[config.mk]
export PLATFORM = sky130hd
export DESIGN_NAME = csv_tokenizer_with_escapes
export DESIGN_NICKNAME = d
export VERILOG_FILES = /design/src/csvt_pkg.sv /design/src/csvt_front.sv /design/src/csvt_queue.sv /design/src/csvt_back.sv /design/src/csv_tokenizer_with_escapes.sv
export SDC_FILE = /design/constraint.sdc
export NUM_CORES = 1
export LEC_CHECK = 0
export BUFFER_PORTS_ARGS = -buffer_cell sky130_fd_sc_hd__buf_2
export CORE_MARGIN = 5
export CORE_UTILIZATION = 63
export CTS_BUF_LIST = sky130_fd_sc_hd__clkbuf_8
export CTS_CLUSTER_SIZE = 40
export DETAILED_ROUTE_END_ITERATION = 10
export PLACE_DENSITY_LB_ADDON = 0.25
export SYNTH_ARGS = -nofsm -noshare
export SYNTH_HDL_FRONTEND = slang
export SYNTH_HIERARCHICAL = 1
export SYNTH_SLANG_ARGS = --single-unit
export TNS_END_PERCENT = 30
[constraint.sdc]
create_clock -name i_clk -period 5.47 [get_ports i_clk]
set_input_delay 0.547 -clock i_clk [delete_from_list [all_inputs] [get_ports i_clk]]
set_output_delay 0.547 -clock i_clk [all_outputs]
set_load 0.1 [all_outputs]
[src/csvt_pkg.sv]
// Package: item types, character codes and event kinds of the CSV tokenizer.
package csvt_pkg;

    localparam logic [7:0] CH_BACKSLASH = 8'h5C;
    localparam logic [7:0] CH_LOWER_N   = 8'h6E;
    localparam logic [7:0] CH_LOWER_T   = 8'h74;
    localparam logic [7:0] CH_CR        = 8'h0D;
    localparam logic [7:0] CH_LF        = 8'h0A;
    localparam logic [7:0] CH_TAB       = 8'h09;
    localparam logic [7:0] CH_QUOTE     = 8'h22;
    localparam logic [7:0] CH_COMMA     = 8'h2C;

    localparam logic       REQ_DATA  = 1'b0;
    localparam logic       REQ_FLUSH = 1'b1;

    localparam logic [1:0] EV_CONTENT   = 2'd0;
    localparam logic [1:0] EV_FIELD_END = 2'd1;
    localparam logic [1:0] EV_ROW_END   = 2'd2;

    localparam int MAX_RES = 3;

    typedef struct packed {
        logic       req_type;
        logic [7:0] in_byte;
    } t_in;

    typedef struct packed {
        logic [1:0] event_kind;
        logic [7:0] out_byte;
        logic       last;
    } t_out;

    // one result before the last flag is known
    typedef struct packed {
        logic [1:0] kind;
        logic [7:0] data;
    } t_res;

    // all results caused by one input item
    typedef struct packed {
        logic [1:0]             cnt;
        t_res [MAX_RES-1:0]     res;
    } t_work;

endpackage

[src/csvt_front.sv]
// Front end: decodes escapes, tracks quote/field/row flags, builds result lists.
module csvt_front
    import csvt_pkg::*;
(
    input  logic  i_clk,
    input  logic  i_rst_n,
    input  logic  i_accept,
    input  t_in   i_item,
    output logic  o_push,
    output t_work o_work
);

    logic r_esc, r_quote, r_field, r_row;
    logic n_esc, n_quote, n_field, n_row;

    always_comb begin
        t_work      w;
        logic [1:0] k;
        logic       do_plain;
        logic [7:0] c;

        w        = '0;
        k        = 2'd0;
        do_plain = 1'b0;
        c        = i_item.in_byte;
        n_esc    = r_esc;
        n_quote  = r_quote;
        n_field  = r_field;
        n_row    = r_row;

        if (i_item.req_type == REQ_FLUSH) begin
            if (r_esc) begin
                w.res[k] = '{kind: EV_CONTENT, data: CH_BACKSLASH};
                k        = k + 2'd1;
                n_field  = 1'b1;
                n_row    = 1'b1;
            end
            if (n_row) begin
                if (n_field) begin
                    w.res[k] = '{kind: EV_FIELD_END, data: 8'h00};
                    k        = k + 2'd1;
                end
                w.res[k] = '{kind: EV_ROW_END, data: 8'h00};
                k        = k + 2'd1;
            end
            n_esc   = 1'b0;
            n_quote = 1'b0;
            n_field = 1'b0;
            n_row   = 1'b0;
        end else if (r_esc) begin
            n_esc   = 1'b0;
            n_field = 1'b1;
            n_row   = 1'b1;
            if (c == CH_LOWER_N) begin
                w.res[k] = '{kind: EV_CONTENT, data: CH_LF};
                k        = k + 2'd1;
            end else if (c == CH_LOWER_T) begin
                w.res[k] = '{kind: EV_CONTENT, data: CH_TAB};
                k        = k + 2'd1;
            end else begin
                w.res[k] = '{kind: EV_CONTENT, data: CH_BACKSLASH};
                k        = k + 2'd1;
                do_plain = 1'b1;
            end
        end else begin
            do_plain = 1'b1;
        end

        if (do_plain) begin
            if (c == CH_BACKSLASH) begin
                n_esc = 1'b1;
            end else if (c == CH_CR) begin
                n_esc = n_esc;   // carriage return dropped
            end else if (c == CH_LF) begin
                if (n_field) begin
                    w.res[k] = '{kind: EV_FIELD_END, data: 8'h00};
                    k        = k + 2'd1;
                end
                w.res[k] = '{kind: EV_ROW_END, data: 8'h00};
                k        = k + 2'd1;
                n_quote  = 1'b0;
                n_field  = 1'b0;
                n_row    = 1'b0;
            end else begin
                n_row = 1'b1;
                if (c == CH_QUOTE) begin
                    n_quote = ~n_quote;
                end else if (c == CH_COMMA && !n_quote) begin
                    w.res[k] = '{kind: EV_FIELD_END, data: 8'h00};
                    k        = k + 2'd1;
                    n_field  = 1'b0;
                end else begin
                    w.res[k] = '{kind: EV_CONTENT, data: c};
                    k        = k + 2'd1;
                    n_field  = 1'b1;
                end
            end
        end

        w.cnt  = k;
        o_work = w;
        o_push = i_accept && (k != 2'd0);
    end

    always_ff @(posedge i_clk) begin
        if (!i_rst_n) begin
            r_esc   <= 1'b0;
            r_quote <= 1'b0;
            r_field <= 1'b0;
            r_row   <= 1'b0;
        end else if (i_accept) begin
            r_esc   <= n_esc;
            r_quote <= n_quote;
            r_field <= n_field;
            r_row   <= n_row;
        end
    end

endmodule

[src/csvt_queue.sv]
// Small register FIFO of result lists between front and back end.
module csvt_queue
    import csvt_pkg::*;
#(
    parameter int DEPTH = 2
) (
    input  logic  i_clk,
    input  logic  i_rst_n,
    input  logic  i_push,
    input  t_work i_wdata,
    input  logic  i_pop,
    output t_work o_rdata,
    output logic  o_empty,
    output logic  o_full
);

    localparam int PW = (DEPTH > 1) ? $clog2(DEPTH) : 1;
    localparam int CW = $clog2(DEPTH + 1);

    t_work           r_mem [DEPTH];
    logic [PW-1:0]   r_wptr, r_rptr;
    logic [CW-1:0]   r_cnt;
    logic [PW-1:0]   n_wptr, n_rptr;
    logic [CW-1:0]   n_cnt;

    assign o_empty = (r_cnt == '0);
    assign o_full  = (r_cnt == CW'(DEPTH));
    assign o_rdata = r_mem[r_rptr];

    always_comb begin
        n_wptr = r_wptr;
        n_rptr = r_rptr;
        n_cnt  = r_cnt;
        if (i_push) begin
            n_wptr = (r_wptr == PW'(DEPTH - 1)) ? '0 : r_wptr + PW'(1);
        end
        if (i_pop) begin
            n_rptr = (r_rptr == PW'(DEPTH - 1)) ? '0 : r_rptr + PW'(1);
        end
        if (i_push && !i_pop) begin
            n_cnt = r_cnt + CW'(1);
        end else if (i_pop && !i_push) begin
            n_cnt = r_cnt - CW'(1);
        end
    end

    always_ff @(posedge i_clk) begin
        if (i_push) begin
            r_mem[r_wptr] <= i_wdata;
        end
    end

    always_ff @(posedge i_clk) begin
        if (!i_rst_n) begin
            r_wptr <= '0;
            r_rptr <= '0;
            r_cnt  <= '0;
        end else begin
            r_wptr <= n_wptr;
            r_rptr <= n_rptr;
            r_cnt  <= n_cnt;
        end
    end

endmodule

[src/csvt_back.sv]
// Back end: walks one result list at a time and sends one result per cycle while the receiver is ready.
module csvt_back
    import csvt_pkg::*;
(
    input  logic  i_clk,
    input  logic  i_rst_n,
    input  logic  i_empty,
    input  t_work i_head,
    output logic  o_pop,
    output logic  o_valid,
    input  logic  i_ready,
    output t_out  o_data
);

    t_work      r_work;
    logic [1:0] r_idx;
    logic       r_busy;
    logic [1:0] n_idx;
    logic       n_busy;
    logic       take, at_end, done;

    assign o_valid = r_busy;
    assign take    = r_busy && i_ready;
    assign at_end  = (r_idx == r_work.cnt - 2'd1);
    assign done    = !r_busy || (take && at_end);
    assign o_pop   = done && !i_empty;

    assign o_data.event_kind = r_work.res[r_idx].kind;
    assign o_data.out_byte   = r_work.res[r_idx].data;
    assign o_data.last       = at_end;

    always_comb begin
        n_idx  = r_idx;
        n_busy = r_busy;
        if (o_pop) begin
            n_idx  = 2'd0;
            n_busy = 1'b1;
        end else if (done) begin
            n_busy = 1'b0;
        end else if (take) begin
            n_idx = r_idx + 2'd1;
        end
    end

    always_ff @(posedge i_clk) begin
        if (o_pop) begin
            r_work <= i_head;
        end
    end

    always_ff @(posedge i_clk) begin
        if (!i_rst_n) begin
            r_idx  <= 2'd0;
            r_busy <= 1'b0;
        end else begin
            r_idx  <= n_idx;
            r_busy <= n_busy;
        end
    end

endmodule

[src/csv_tokenizer_with_escapes.sv]
// Top level: CSV tokenizer with backslash escapes, valid/ready in and out.
//
// Input channel (i_valid/o_ready, i_data): one item per byte of text, or a
// flush item (req_type = 1) at end of input. Output channel (o_valid/i_ready,
// o_data): field content bytes, field-end and row-end events, with last set
// on the final result caused by an input item. An item that causes no
// result (CR, quote, first backslash, empty flush) produces nothing.
//
// The front end decodes escapes and updates the quote/field/row flags in
// the cycle the item is accepted, so an item is taken every cycle while the
// FIFO has room. A non-empty result list (1 to 3 results) goes into a FIFO
// of QUEUE_DEPTH entries. The back end pops one list and presents one
// result per cycle from registers while the receiver is ready. Throughput
// is one input item per cycle for items with one result; the output port,
// one result per cycle, sets the rate otherwise.
//
// Reset clears the flags, FIFO pointers and back end. When the receiver
// stalls, the current result holds, the FIFO fills and o_ready drops.
module csv_tokenizer_with_escapes
    import csvt_pkg::*;
#(
    parameter int QUEUE_DEPTH = 2
) (
    input  logic i_clk,
    input  logic i_rst_n,
    input  logic i_valid,
    output logic o_ready,
    input  t_in  i_data,
    output logic o_valid,
    input  logic i_ready,
    output t_out o_data
);

    logic  accept;
    logic  push, pop, q_empty, q_full;
    t_work front_work, head_work;

    assign o_ready = !q_full;
    assign accept  = i_valid && o_ready;

    csvt_front u_front (
        .i_clk    (i_clk),
        .i_rst_n  (i_rst_n),
        .i_accept (accept),
        .i_item   (i_data),
        .o_push   (push),
        .o_work   (front_work)
    );

    csvt_queue #(
        .DEPTH (QUEUE_DEPTH)
    ) u_queue (
        .i_clk   (i_clk),
        .i_rst_n (i_rst_n),
        .i_push  (push),
        .i_wdata (front_work),
        .i_pop   (pop),
        .o_rdata (head_work),
        .o_empty (q_empty),
        .o_full  (q_full)
    );

    csvt_back u_back (
        .i_clk   (i_clk),
        .i_rst_n (i_rst_n),
        .i_empty (q_empty),
        .i_head  (head_work),
        .o_pop   (pop),
        .o_valid (o_valid),
        .i_ready (i_ready),
        .o_data  (o_data)
    );

endmodule
==> flow_summary_export.csv <==
group,metric,value,unit
layout,final_common_cell,"edfxtp_1",
yosys,syn_area,0.00499,mm^2
power_and_ir_drop,p_leak,0.00192,uW
global_routing,grt_pass1_vias,2869,
power_and_ir_drop,power_density,483,mW/mm^2
job,max-cap-violations,0,
placement,dp.cells,495,
global_routing,globalRoute.totalOverflow,0,
timing,min_period,3.39,ns
clock_tree,root_buffer,"clkbuf_8",
power_and_ir_drop,switchingPower,1040,uW
timing,finClkSkew,0.00810,ns
floorplan,core,0.00773,mm^2
placement,io_buffers,25,
floorplan,rows,32,
critical_path,arrival,3.41,ns
timing,tightestPinTransition,0.840,ns
timing,timing.fmax,0.295,GHz
timing,relSlewSlack,43.9,%
routing,wire_per_inst,17.2,um
clock_tree,ctsLongestPathBuffers,2,
global_routing,grt_max_degree,35,
routing,drc,0,
clock_tree,postCtsSetupRepairBufs,0,
floorplan,io_pins,26,
floorplan,die_h,99.0,um
layout,drive_gt1_share,21.8,%
layout,fillers,566,
timing,finalHoldViolCount,0,
power_and_ir_drop,p_seq_share,47.3,%
yosys,syn_avg_cell_area,13.1,um^2
timing,fin_crit_sh,62.0,%
power_and_ir_drop,power_frac_comb,36.6,%
routing,drt_wl_total,8.77,mm
timing,fin_setup_tns,0,ns
critical_path,crit_type,"reg2reg",
run_status,status,"finished clean",
layout,final_cell_mix,"96 x edfxtp_1, 36 x nand2_1, 30 x mux2_2, 25 x buf_2, 21 x and2_1",
layout,multi_input_area,0.00173,mm^2
critical_path,path_max_fanout,32,
floorplan,initial_core_util,64.6,%
timing,maxSlewViolCount,0,
yosys,synth_nets,402,
yosys,synth_cell_types,56,
timing,rsz0062_at_grt,"no",
layout,nets,424,
power_and_ir_drop,ir_drop,202,uV
hold_path,min_path_type,"reg2reg",
clock_tree,ctsResizeCount,0,
timing,setup_violations,0,
clock_tree,clock-sinks,108,
power_and_ir_drop,switching_share,40.2,%
placement,dp_hpwl,5.90,mm
clock_tree,clkLatencyLatePin,0.36,ns
clock_tree,cts_tree,"built",
routing,vias,2989,
yosys,syn_inst,382,
routing,viasPerCell,5.85,
yosys,ys_warn_count,6,
critical_path,end_kind,"register",
routing,postRouteAntennaNets,0,
placement,gp_congestion,0.854,
clock_tree,htreeDepth,3,
power_and_ir_drop,p_clk_share,16.2,%
clock_tree,clk_transition_reported_paths,0.09,ns
clock_tree,cts_buffers,9,
critical_path,crit_required,5.48,ns
layout,area_growth_syn_to_layout,7.27,%
power_and_ir_drop,p_int,1550,uW
layout,n_antenna_cell,0,
global_routing,grtUsageTotal,19.0,%
clock_tree,ctsHoldBuffers,0,
global_routing,antenna_found_initial,0,
routing,drtIter0Drc,143,
routing,drt-pass1-iter-count,5,
global_routing,grt_pass1_wl,14.4,mm
layout,finalNonFillerCells,511,
floorplan,dieArea,0.00980,mm^2
yosys,synth-seq-cells,108,
layout,seq_area,0.00312,mm^2
floorplan,die_w,99.0,um
critical_path,critPathLaunchType,"register",
yosys,ys_seq_area_share,62.6,%
==> power groups by stage <==
stage                     registers, uW  logic [uW]  clock network (uW)
after floorplan                    1250         791                   0
after global placement             1230         936                   0
after detailed placement           1240         949                   0
after CTS                          1220         953                 427
after global routing               1240        1000                 470
final                              1220         946                 419
==> registers in the layout, summed over array words and instances (netlist names), 2 cells and up, named ones only <==
signal         flops
u_back/r_work     32
u_queue/r_mem     64
u_back/r_idx       2
u_queue/r_cnt      2
==> routing by layer <==
layer  track usage (%)  part of all wire (%)
met1              26.2                    44
met4              5.99                   1.2
met2              30.3                    49
met5                 0                     0
met3              3.89                   5.1
==> final timing paths <==
check,from,endpoint,slack (ns),depth (start not counted)
max reg2reg,u_front/r_esc,u_queue/r_mem[0][6],2.08,11
max,u_front/r_esc,u_queue/r_mem[0][6],2.08,11
min reg2reg,u_queue/r_cnt[1],u_queue/r_cnt[1],0.51,2
min,u_queue/r_cnt[1],u_queue/r_cnt[1],0.51,2
==> final cells by class <==
type                    count  area share (%)
clock buffers               9            2.31
clock inverters             7           0.841
inverters                  12           0.841
multi-input cells         243            32.3
flip-flops and latches    108            58.3
well taps                 102            2.38
repair buffers             30            3.04
==> critical path: stages, from the launching register on <==
cell and delay [ns]:
dfxtp_1 0.49, inv_1 0.22, o21ai_0 0.21, inv_1 0.12
ha_1 0.32, a21oi_1 0.23, ha_1 0.28, o21ai_0 0.16
nand2_1 0.09, a31oi_1 0.30, nor2b_2 0.22, buf_4 0.39
==> cell usage after synthesis (all sizes together) <==
library cell  number  area [um^2]
edfxtp            96         2880
nor3b              6         55.1
and4b              1         13.8
and3               9         56.3
and2b              1         8.76
a21boi             4         33.8
nand2             37          141
and3b              3         26.3
a21bo              1         10.0
or3                3         18.8
clkinv             1         3.75
xnor2              2         36.3
and4               1         8.76
o211ai             4         35.0
nand4              4         31.3
o22ai              2         12.5
dfxtp             12          240
nor3               1         5.00
nor4b              1         8.76
nand3              8         40.0
buf               12         77.6
xor2               2         17.5
o21ai             29          145
a21oi              8         40.0
inv               11         41.3
and2              21          131
a221oi             1         15.0
o31ai              1         7.51
nor2              17         63.8
o21a               2         15.0
a22oi              1         7.51
nand4b             1         8.76
o2111ai            3         26.3
mux2i             10          100
o211a              1         17.5
o2bb2ai            2         17.5
ha                 7         87.6
nor2b              7         43.8
nand2b             2         12.5
nand3b             1         7.51
clkbuf             7         27.5
mux2              32          360
o221a              1         11.3
a31oi              5         31.3
nor4bb             1         10.0
==> metrics by stage <==
step / total power [uW] / setup slack [ns] / utilization (%) / hold slack, ns / cell area, um^2
finish: 2590 / 2.08 / 69.3 / 0.514 / 5360
floorplan: 2040 / 0.996 / - / 0.466 / 4990
global route: 2710 / 1.83 / 69.3 / 0.532 / 5360
global placement: 2170 / 1.97 / 67.1 / 0.483 / 5190
CTS: 2600 / 2.09 / 69.3 / 0.518 / 5360
detailed placement: 2190 / 1.83 / 67.1 / 0.504 / 5190
==> kinds of logic after synthesis <==
group	count (synthesis)	share of synthesized area (%)
mux	42	9.22
compound gates	65	8.52
xor+xnor	4	1.08
buf+inv	31	3.01
flops	108	62.6
simple gates	125	13.9
fa+ha+maj	7	1.75
No activity file was read; power rests on OpenSTA's default activity.
